`src/rtl/core/svfi_pkg.sv`:
```
// ----------------------------------------------------------------------------
// svfi_pkg
// Shared types and constants for the superframe index parser.
// ----------------------------------------------------------------------------
package svfi_pkg;

	// Tail window: the trailing bytes of a buffer that can hold a full index
	localparam int WIN_BYTES  = 34;
	localparam int WIN_W      = WIN_BYTES * 8;
	// Size bytes inside the largest index (8 frames of 4 bytes)
	localparam int SIZE_BYTES = 32;
	localparam int SIZE_W     = SIZE_BYTES * 8;

	localparam int QUEUE_DEPTH = 2;

	// Marker byte: top three bits 110
	localparam logic [7:0] MARKER_MASK = 8'he0;
	localparam logic [7:0] MARKER_TAG  = 8'hc0;
	// Index adds an opening and a closing marker byte
	localparam logic [6:0] MARKER_PAIR = 7'd2;

	// Job kinds handed from the front to the back
	localparam logic [1:0] JOB_PLAIN = 2'd0;  // no index, one frame of buffer length
	localparam logic [1:0] JOB_INDEX = 2'd1;  // valid superframe index
	localparam logic [1:0] JOB_ERROR = 2'd2;  // malformed index

	typedef struct packed {
		logic [1:0]        kind;
		logic [SIZE_W-1:0] sizes;   // size bytes in stream order, first at [7:0]
		logic [31:0]       count;   // saturated buffer length
		logic [3:0]        frames;  // 1..8
		logic [2:0]        width;   // 1..4 bytes per size
		logic [5:0]        total;   // index length in bytes
	} job_t;

endpackage

```
`src/rtl/core/svfi_front.sv`:
```
// ----------------------------------------------------------------------------
// svfi_front
// Byte intake: counts bytes, keeps the tail window, classifies the buffer.
// ----------------------------------------------------------------------------
module svfi_front (
	input  logic              clk,
	input  logic              arst_n,
	input  logic              byte_valid,
	output logic              byte_ready,
	input  logic [7:0]        data_byte,
	input  logic              final_byte,
	input  logic              q_full,
	output logic              q_push,
	output svfi_pkg::job_t    q_job
);

	localparam int WIN_W = svfi_pkg::WIN_W;

	logic [WIN_W-1:0] win_q;
	logic [31:0]      count_q;

	logic [WIN_W-1:0] win_next;
	logic [31:0]      count_next;
	logic             accept;
	logic             is_marker;
	logic [3:0]       frames;
	logic [2:0]       width;
	logic [6:0]       prod;
	logic [5:0]       total;
	logic [8:0]       chk_sh;
	logic [8:0]       al_sh;
	logic [WIN_W-1:0] chk_vec;
	logic [WIN_W-1:0] al_vec;
	logic             long_enough;

	// Oldest byte at the bottom, newest at the top
	assign win_next   = {data_byte, win_q[WIN_W-1:8]};
	assign count_next = (count_q == 32'hffff_ffff) ? count_q : count_q + 32'd1;

	assign byte_ready = !q_full;
	assign accept     = byte_valid && byte_ready;
	assign q_push     = accept && final_byte;

	assign is_marker = (data_byte & svfi_pkg::MARKER_MASK) == svfi_pkg::MARKER_TAG;
	assign frames    = {1'b0, data_byte[2:0]} + 4'd1;
	assign width     = {1'b0, data_byte[4:3]} + 3'd1;
	assign prod      = 7'(frames) * 7'(width);
	assign total     = 6'(prod + svfi_pkg::MARKER_PAIR);

	// Opening marker sits total bytes back; first size byte one after it
	assign chk_sh  = {6'(svfi_pkg::WIN_BYTES) - total, 3'b000};
	assign al_sh   = {6'(svfi_pkg::WIN_BYTES + 1) - total, 3'b000};
	assign chk_vec = win_next >> chk_sh;
	assign al_vec  = win_next >> al_sh;

	assign long_enough = count_next >= 32'(total);

	always_comb begin
		q_job.sizes  = al_vec[svfi_pkg::SIZE_W-1:0];
		q_job.count  = count_next;
		q_job.frames = frames;
		q_job.width  = width;
		q_job.total  = total;
		if (!is_marker) begin
			q_job.kind = svfi_pkg::JOB_PLAIN;
		end else if (long_enough && (chk_vec[7:0] == data_byte)) begin
			q_job.kind = svfi_pkg::JOB_INDEX;
		end else begin
			q_job.kind = svfi_pkg::JOB_ERROR;
		end
	end

	always_ff @(posedge clk or negedge arst_n) begin
		if (!arst_n) begin
			win_q   <= '0;
			count_q <= '0;
		end else if (accept) begin
			if (final_byte) begin
				win_q   <= '0;
				count_q <= '0;
			end else begin
				win_q   <= win_next;
				count_q <= count_next;
			end
		end
	end

endmodule

```
`src/rtl/core/svfi_queue.sv`:
```
// ----------------------------------------------------------------------------
// svfi_queue
// Short job queue between the intake and the result sequencer.
// ----------------------------------------------------------------------------
module svfi_queue #(
	parameter int DEPTH = svfi_pkg::QUEUE_DEPTH
) (
	input  logic           clk,
	input  logic           arst_n,
	input  logic           push,
	input  svfi_pkg::job_t push_job,
	output logic           full,
	input  logic           pop,
	output svfi_pkg::job_t pop_job,
	output logic           empty
);

	localparam int PW = $clog2(DEPTH);
	localparam int CW = $clog2(DEPTH + 1);

	svfi_pkg::job_t slot_q [DEPTH];
	logic [PW-1:0]  wr_ptr_q;
	logic [PW-1:0]  rd_ptr_q;
	logic [CW-1:0]  fill_q;
	logic           do_push;
	logic           do_pop;

	assign full    = fill_q == CW'(DEPTH);
	assign empty   = fill_q == '0;
	assign do_push = push && !full;
	assign do_pop  = pop && !empty;
	assign pop_job = slot_q[rd_ptr_q];

	always_ff @(posedge clk) begin
		if (do_push) begin
			slot_q[wr_ptr_q] <= push_job;
		end
	end

	always_ff @(posedge clk or negedge arst_n) begin
		if (!arst_n) begin
			wr_ptr_q <= '0;
			rd_ptr_q <= '0;
			fill_q   <= '0;
		end else begin
			if (do_push) begin
				wr_ptr_q <= (wr_ptr_q == PW'(DEPTH - 1)) ? '0 : wr_ptr_q + 1'b1;
			end
			if (do_pop) begin
				rd_ptr_q <= (rd_ptr_q == PW'(DEPTH - 1)) ? '0 : rd_ptr_q + 1'b1;
			end
			case ({do_push, do_pop})
				2'b10:   fill_q <= fill_q + 1'b1;
				2'b01:   fill_q <= fill_q - 1'b1;
				default: fill_q <= fill_q;
			endcase
		end
	end

	a_fill_bound: assert property (@(posedge clk) disable iff (!arst_n)
		fill_q <= CW'(DEPTH))
		else $error("queue fill beyond depth");

endmodule

```
`src/rtl/core/svfi_back.sv`:
```
// ----------------------------------------------------------------------------
// svfi_back
// Result sequencer: turns one job into its result transactions.
// ----------------------------------------------------------------------------
module svfi_back (
	input  logic           clk,
	input  logic           arst_n,
	input  logic           q_empty,
	input  svfi_pkg::job_t q_job,
	output logic           q_pop,
	output logic           result_valid,
	input  logic           result_ready,
	output logic [31:0]    frame_size,
	output logic [3:0]     buffer_frames,
	output logic [5:0]     index_bytes,
	output logic           status,
	output logic           last_result
);

	localparam int SIZE_W = svfi_pkg::SIZE_W;

	logic              result_valid_q;
	logic              active_q;
	logic [3:0]        rem_q;
	logic [SIZE_W-1:0] sizes_q;
	logic [2:0]        width_q;
	logic [3:0]        frames_q;
	logic [5:0]        total_q;
	logic [31:0]       size_q;
	logic [3:0]        count_q;
	logic [5:0]        idx_q;
	logic              status_q;
	logic              last_q;

	logic              can_load;
	logic [31:0]       cur_size;

	assign can_load = !result_valid_q || result_ready;
	assign q_pop    = can_load && !active_q && !q_empty;

	// Little-endian size of width_q bytes at the bottom of the buffer
	always_comb begin
		case (width_q)
			3'd1:    cur_size = {24'd0, sizes_q[7:0]};
			3'd2:    cur_size = {16'd0, sizes_q[15:0]};
			3'd3:    cur_size = {8'd0, sizes_q[23:0]};
			default: cur_size = sizes_q[31:0];
		endcase
	end

	// Control
	always_ff @(posedge clk or negedge arst_n) begin
		if (!arst_n) begin
			result_valid_q <= 1'b0;
			active_q       <= 1'b0;
			rem_q          <= '0;
		end else if (can_load) begin
			if (active_q) begin
				result_valid_q <= 1'b1;
				rem_q          <= rem_q - 4'd1;
				active_q       <= rem_q != 4'd1;
			end else if (q_pop) begin
				case (q_job.kind)
					svfi_pkg::JOB_INDEX: begin
						result_valid_q <= 1'b0;
						active_q       <= 1'b1;
						rem_q          <= q_job.frames;
					end
					default: begin
						result_valid_q <= 1'b1;
					end
				endcase
			end else begin
				result_valid_q <= 1'b0;
			end
		end
	end

	// Payload
	always_ff @(posedge clk) begin
		if (can_load) begin
			if (active_q) begin
				size_q   <= cur_size;
				count_q  <= frames_q;
				idx_q    <= total_q;
				status_q <= 1'b0;
				last_q   <= rem_q == 4'd1;
				sizes_q  <= sizes_q >> {width_q, 3'b000};
			end else if (q_pop) begin
				case (q_job.kind)
					svfi_pkg::JOB_INDEX: begin
						sizes_q  <= q_job.sizes;
						width_q  <= q_job.width;
						frames_q <= q_job.frames;
						total_q  <= q_job.total;
					end
					svfi_pkg::JOB_PLAIN: begin
						size_q   <= q_job.count;
						count_q  <= 4'd1;
						idx_q    <= '0;
						status_q <= 1'b0;
						last_q   <= 1'b1;
					end
					default: begin
						size_q   <= '0;
						count_q  <= '0;
						idx_q    <= '0;
						status_q <= 1'b1;
						last_q   <= 1'b1;
					end
				endcase
			end
		end
	end

	assign result_valid  = result_valid_q;
	assign frame_size    = size_q;
	assign buffer_frames = count_q;
	assign index_bytes   = idx_q;
	assign status        = status_q;
	assign last_result   = last_q;

	a_active_rem: assert property (@(posedge clk) disable iff (!arst_n)
		active_q |-> (rem_q != 4'd0))
		else $error("emitting with no frames left");

	a_no_pop_busy: assert property (@(posedge clk) disable iff (!arst_n)
		active_q |-> !q_pop)
		else $error("job taken while index still emitting");

	a_error_shape: assert property (@(posedge clk) disable iff (!arst_n)
		(result_valid_q && status_q) |-> (last_q && (count_q == 4'd0) && (size_q == 32'd0)))
		else $error("malformed result not a single empty transaction");

endmodule

```
`src/rtl/core/vp9_superframe_index_parser.sv`:
```
// ----------------------------------------------------------------------------
// vp9_superframe_index_parser
// Superframe index parser for compressed VP9 buffers.
// ----------------------------------------------------------------------------
// Bytes of one buffer enter one per cycle, with final_byte set on the last
// one. The intake counts bytes (saturating at 2^32-1) and holds the trailing
// 34 bytes; on the final byte it decodes the marker, checks the index length
// against the byte count and the opening marker, and pushes one job into a
// short queue (QUEUE_DEPTH entries). The sequencer then produces the results:
// one transaction per contained frame for a valid index, otherwise a single
// transaction (buffer length for no index, status 1 for a malformed one).
// Intake rate is one byte per cycle; it stalls only when the queue is full.
// The sequencer loads an index job, then emits one result per frame; a job
// without an index is loaded and emitted together, so the sequencer keeps
// up with the intake while result_ready is high, since every buffer with an
// index is at least n + 2 bytes long. Results sit in an output register, so
// the intake keeps running while a result waits for result_ready, until the queue fills.
// ----------------------------------------------------------------------------
module vp9_superframe_index_parser #(
	parameter int QUEUE_DEPTH = svfi_pkg::QUEUE_DEPTH
) (
	input  logic        clk,
	input  logic        arst_n,
	input  logic        byte_valid,
	output logic        byte_ready,
	input  logic [7:0]  data_byte,
	input  logic        final_byte,
	output logic        result_valid,
	input  logic        result_ready,
	output logic [31:0] frame_size,
	output logic [3:0]  buffer_frames,
	output logic [5:0]  index_bytes,
	output logic        status,
	output logic        last_result
);

	svfi_pkg::job_t push_job;
	svfi_pkg::job_t pop_job;
	logic           q_push;
	logic           q_full;
	logic           q_pop;
	logic           q_empty;

	// Intake: window, byte count, classification at buffer end
	svfi_front u_front (
		.clk        (clk),
		.arst_n     (arst_n),
		.byte_valid (byte_valid),
		.byte_ready (byte_ready),
		.data_byte  (data_byte),
		.final_byte (final_byte),
		.q_full     (q_full),
		.q_push     (q_push),
		.q_job      (push_job)
	);

	// Decouple intake from result emission
	svfi_queue #(
		.DEPTH (QUEUE_DEPTH)
	) u_queue (
		.clk      (clk),
		.arst_n   (arst_n),
		.push     (q_push),
		.push_job (push_job),
		.full     (q_full),
		.pop      (q_pop),
		.pop_job  (pop_job),
		.empty    (q_empty)
	);

	// Emit result transactions, at most one per cycle; result_ready low holds them
	svfi_back u_back (
		.clk           (clk),
		.arst_n        (arst_n),
		.q_empty       (q_empty),
		.q_job         (pop_job),
		.q_pop         (q_pop),
		.result_valid  (result_valid),
		.result_ready  (result_ready),
		.frame_size    (frame_size),
		.buffer_frames (buffer_frames),
		.index_bytes   (index_bytes),
		.status        (status),
		.last_result   (last_result)
	);

endmodule

```
`config.mk`:
```
export PLATFORM = sky130hd
export DESIGN_NAME = vp9_superframe_index_parser
export DESIGN_NICKNAME = d
export VERILOG_FILES = /design/src/rtl/core/svfi_pkg.sv /design/src/rtl/core/svfi_front.sv /design/src/rtl/core/svfi_queue.sv /design/src/rtl/core/svfi_back.sv /design/src/rtl/core/vp9_superframe_index_parser.sv
export SDC_FILE = /design/constraint.sdc
export NUM_CORES = 2
export LEC_CHECK = 0
export ABC_AREA = 0
export BUFFER_PORTS_ARGS = -buffer_cell sky130_fd_sc_hd__buf_2
export CORE_MARGIN = 8
export CORE_UTILIZATION = 60
export CTS_BUF_LIST = sky130_fd_sc_hd__clkbuf_16
export DETAILED_ROUTE_END_ITERATION = 7
export GPL_ROUTABILITY_DRIVEN = 0
export PLACE_DENSITY = 0.75
export SYNTH_ARGS = -nofsm -noshare
export SYNTH_HDL_FRONTEND = slang
export SYNTH_SLANG_ARGS = --single-unit
```
`constraint.sdc`:
```
create_clock -name clk -period 18.65 [get_ports clk]
set_clock_uncertainty 0.15 [all_clocks]
set_input_delay 0.9325 -clock clk [delete_from_list [all_inputs] [get_ports clk]]
set_output_delay 0.9325 -clock clk [all_outputs]
set_load 0.05 [all_outputs]
```
Word level (Yosys, flattened, before mapping)
Memory sizes are Yosys's and may differ from the RTL's.
Index checks and enable logic that the tools add are counted.
- bits in writable memories: 606
- input bits: 13
- flip-flop bits (word level): 627
- logic and storage cells: 105
- memories kept: 1
- memory list (memory ; depth ; width ; read ports ; clocked after Yosys merged registers in ; write ports ; RTL line ; source):
    u_queue.slot_q ; 2 ; 303 ; 1 ; 0 ; 1 ; svfi_queue.sv:21 ; svfi_pkg::job_t slot_q [DEPTH];
- reduce and logical (&&, ||, !) cells: 20
- equal/unequal tests: 13
- multiply operators: 1
- add/subtract/negate cells: 11
- shift-type cells: 3
- mux-type cells: 37
- bitwise gates (word level): 1
- magnitude comparators: 1
- operator list (cell ; number):
    $mux 256 ; 3
    $mux 272 ; 1
    $shr 272x9->256 ; 1
    $shr 272x9->8 ; 1
    $shr 256x6->256 ; 1
    $mux 32 ; 4
    $pmux 32 s3 ; 1
    $pmux 32 s2 ; 1
    $add 32x1->32 const B ; 1
    $eq 32x32->1 const B ; 1
    $ge 32x6->1 ; 1
    $mux 4 ; 5
    $mux 6 ; 3
    $mux 1 ; 14
    $sub 6x6->6 const A ; 2
    $eq 8x8->1 ; 1
    $pmux 4 s2 ; 1
    $logic_and 1x1->1 ; 7
    $add 6x2->6 const B ; 1
    $eq 3x2->1 const B ; 2
    $mul 4x3->6 ; 1
    $reduce_and 3->1 ; 2
    $reduce_bool 2->1 ; 3
    $add 3x1->4 const B ; 1
    20 further kinds ; 28

Depth between registers and ports, before layout
- depth after elaboration: 9
- gate-level depth with buffers: 21
- gate-level depth less buffers: 19

Cells and area by module
From an unflattened synthesis, not the netlist that was laid out.
- cell total of the unflattened synthesis: 6754
- area total of the unflattened synthesis: 72696.0 µm²
- by module, submodules not included (module ; cells an instance ; sequential area each (µm²) ; instances ; area each (µm²)):
    svfi_front ; 3775 ; 7407.1 ; 1 ; 28671.2
    svfi_queue ; 961 ; 18297.5 ; 1 ; 23137.2
    svfi_back ; 2018 ; 9549.2 ; 1 ; 20887.5

Worst setup path after synthesis
Ideal clock, no wire load.
- path kind: input-to-reg
- start point: in final_byte
- end point: mem u_queue.slot_q[0][0] in the netlist's numbering (enable)
- path slack: 3.386 ns
- arrival time: 14.140 ns
- cell stages on the path: 4
- buffers on the path: 2
- cells stage by stage: clkbuf_1 > clkbuf_1 > nand2_1 > nor2_1
- longest elaborated chain between the ends: 4
- ends and longest elaborated chain (what ; RTL line ; source):
    from (decl) ; vp9_superframe_index_parser.sv:27 ; input logic final_byte,
    $logic_and 1x1->1 ; svfi_front.sv:42 ; assign q_push = accept && final_byte;
    $logic_and 1x1->1 ; svfi_queue.sv:30 ; assign do_push = push && !full;
    $mux 1 ; svfi_queue.sv:35 ; if (do_push) begin
    $mux 1 (not written as such) ; svfi_queue.sv:36 ; slot_q[wr_ptr_q] <= push_job;
    to (decl) ; svfi_queue.sv:21 ;
Every way passes these cells.

==> reports/results.ini <==
[outcome]
outcome=complete, but fails checks
failed_checks=design-rule violations

[die]
die-area_um2=129500
core-area_um2=117600
ios=59
die_width_um=359.9
num_rows=126
initial_core_util=0.6033
fp.dieH_um=359.9

[flow_run]
maxCapViolations=0

[synth]
synth_ff_type=edfxtp_1
synth-simple-area-share=0.1534
ys_ff_latch=1225
synthAdderAreaFrac=0.004091
yosysSeqAreaShare=0.4968
muxShareOfSynthArea=0.1727
synth_edf_count=919
synth_cell_types=82
synth_most_common_cell=mux2i_1
ys_top_cells_by_area=edfxtp_1, mux2i_1, dfrtp_1
yosys.area.top_type=edfxtp_1
synth_top_family_by_area=multiplexers
synth_common_cells=mux2i_1, edfxtp_1, nand2_1
synth_area_um2=70960
synth-async-reset-ratio=0.2498
synth_nets=6957
yosys_warnings=0
synth_top_area_frac=0.3889
synthXorXnorAreaFrac=0.007001
synth-compound-area-share=0.1319
synthCells=6922
avgSynthCellArea_um2=10.25

[power]
p_total_mw=11.43
peakVddDrop_v=0.0001759
p_per_area_nw_per_um2=150.3
p_leak_nw=29.95

[critical_path]
worst-path-buf-inv=5
crit_family=XOR/XNOR gates
worstPathArrival_ps=7340
end_kind=flop
ff2ff_setup_slack_ps=12560
cp-startpoint=data_byte[1]
path_cells=buf_2, ha_1, xor2_1, nand2_1, fa_1, inv_1, ha_1, xnor2_2, buf_4, inv_8, ha_4, xnor2_1, xor2_4, buf_12, a22oi_1, o22ai_1, o31ai_1, o311ai_0, or4b_1, o311a_1
r2r-end=u_queue.slot_q[0][302]
r2r-start=u_front.count_q[0]
startpoint_type=primary input
critPathMaxFanout=211
r2r_cells=17
cpPeakStageDelay_ps=650
crit_slowest_cell=xor2_4
worstSetupPathType=primary input to flop
critPathMostFrequentCell=ha_1
worstPathRequired_ps=19010

[clocking]
cts_buffers=131
post_cts_resized=0
root_buffer=clkbuf_16
cts_sinks=1225
post_cts_buffers=0
cts_hold_buffers=0
cts_tree=built
cts_buffer_depth=3
htree_num_levels=4
clock_latency_ps=780
clk_pin_slew_ps=60

[placement]
dp_cells=8001
dp_slack_ps=10980
placed_cell_area_um2=71790
hpwl_mm=138.1
port_buffers=58

[detailed_routing]
firstDrtPassIters=8
ant_nets=0
vias=54680
vias_per_cell=6.635
drc=1
drt_iter0_drc=8261
routed_wl_mm=206.5
post_drt_wl_per_cell_um=25.06

[sta]
max_freq_ghz=0.1433
setup_slack_ps=11670
slew_headroom=0.1339
min_period_over_period=0.3743
slew_viol_final=0
rsz0062_at_grt=no
setup-tns-final_ps=0
setup_violations=0
min_period_ps=6981
tightest_slew_ps=1298
hold_violations=0

[min_path]
hold_class=primary input to async pin

[final_layout]
area_delta_synth_final_pct=7.165
final_cell_area_um2=76040
drive_above_1_share=0.07596
n_fill_cell=9169
final_cells=8241
nets=6633

[global_route]
antenna_found_initial=9
overflow=0
grt_usage=0.3064
grt_max_degree=269
grt_pass1_wl_mm=311.5
grt_pass1_vias=49810

-- power by group --
group          total, mW  internal, mW  leakage (nW)  switching (mW)
Clock               2.59          1.49          2.15            1.10
Sequential          4.23          3.89          12.9           0.337
Combinational       4.61          1.32          14.9            3.29
-- layout by cell type, fill, tap and decap left out, types with 12 or more instances in the layout --
master / n
nand3_1: 65
xor2_1: 19
a21oi_1: 367
mux4_2: 66
inv_1: 46
clkinv_2: 18
a221o_1: 20
a22o_1: 18
mux2_2: 59
nor2b_1: 177
nand2_1: 903
ha_1: 17
buf_4: 73
mux2i_1: 1009
clkinv_1: 27
buf_2: 56
nand2b_1: 267
o21ai_0: 525
nand4_1: 12
a211oi_1: 274
clkbuf_16: 137
or3_1: 46
dfrtp_1: 304
xnor2_1: 28
and3_1: 143
nor3_1: 88
o21a_1: 12
a311oi_1: 26
nor2_1: 451
o211ai_1: 22
edfxtp_1: 919
o31ai_1: 34
a31oi_1: 143
and2_1: 100
o22ai_1: 65
-- per-stage QoR --
step           utilization  hold WS, ps
2_1_floorplan            -        298.5
3_3_place_gp        0.6104        312.4
3_5_place_dp        0.6104        334.1
4_1_cts             0.6465        92.26
5_1_grt             0.6465        137.9
6_report            0.6465        55.72
-- worst max path at each step --
stage | endpoint | slack [ps] | cells past startpoint
global route | u_queue.slot_q[1][301] | 11330 | 20
CTS | u_queue.slot_q[0][302] | 11770 | 20
global placement | u_queue.slot_q[0][302] | 11110 | 20
detailed placement | u_queue.slot_q[0][302] | 10980 | 20
floorplan | u_queue.slot_q[0][0] | 3390 | 4
finish | u_queue.slot_q[0][302] | 11670 | 20
-- area by class of cell --
type                            instances  area (um2)  share of cell area
Sequential cell                      1225       35260              0.4637
Multi-Input combinational cell       5069       33430              0.4396
Clock buffer                          137        3428             0.04509
Tap cell                             1536        1922             0.02527
Timing Repair Buffer                  140        1035             0.01361
Clock inverter                         99       812.0             0.01068
Inverter                               31       143.9            0.001892
Antenna cell                            4       10.01           0.0001316
-- kinds of logic after synthesis --
family / after synthesis
flip-flops: 1225
buffers and inverters: 628
multiplexers: 1134
adder cells (fa/ha/maj): 22
XOR/XNOR: 55
AND/OR/NAND/NOR: 2304
AO/OA/AOI/OAI: 1554
-- routing by layer --
layer / global-route usage / up-vias / share of wire
li1: - / 24780 / -
met1: 0.4637 / 26420 / 0.42
met2: 0.4165 / 3089 / 0.41
met3: 0.09033 / 371 / 0.14
met4: 0.1062 / 10 / 0.036
met5: 0 / - / 0.00031
-- sequential cells by signal, indices dropped and copies added, names as in the netlist, 2 cells and up --
register / count
u_back.width_q: 3
u_queue.slot_q: 606
u_queue.fill_q: 2
u_back.rem_q: 4
u_back.buffer_frames: 4
u_back.frame_size: 32
u_back.frames_q: 4
u_back.index_bytes: 6
u_front.win_q: 264
u_front.count_q: 32
u_back.sizes_q: 256
u_back.total_q: 6
Power figures use the tool's default switching activity.
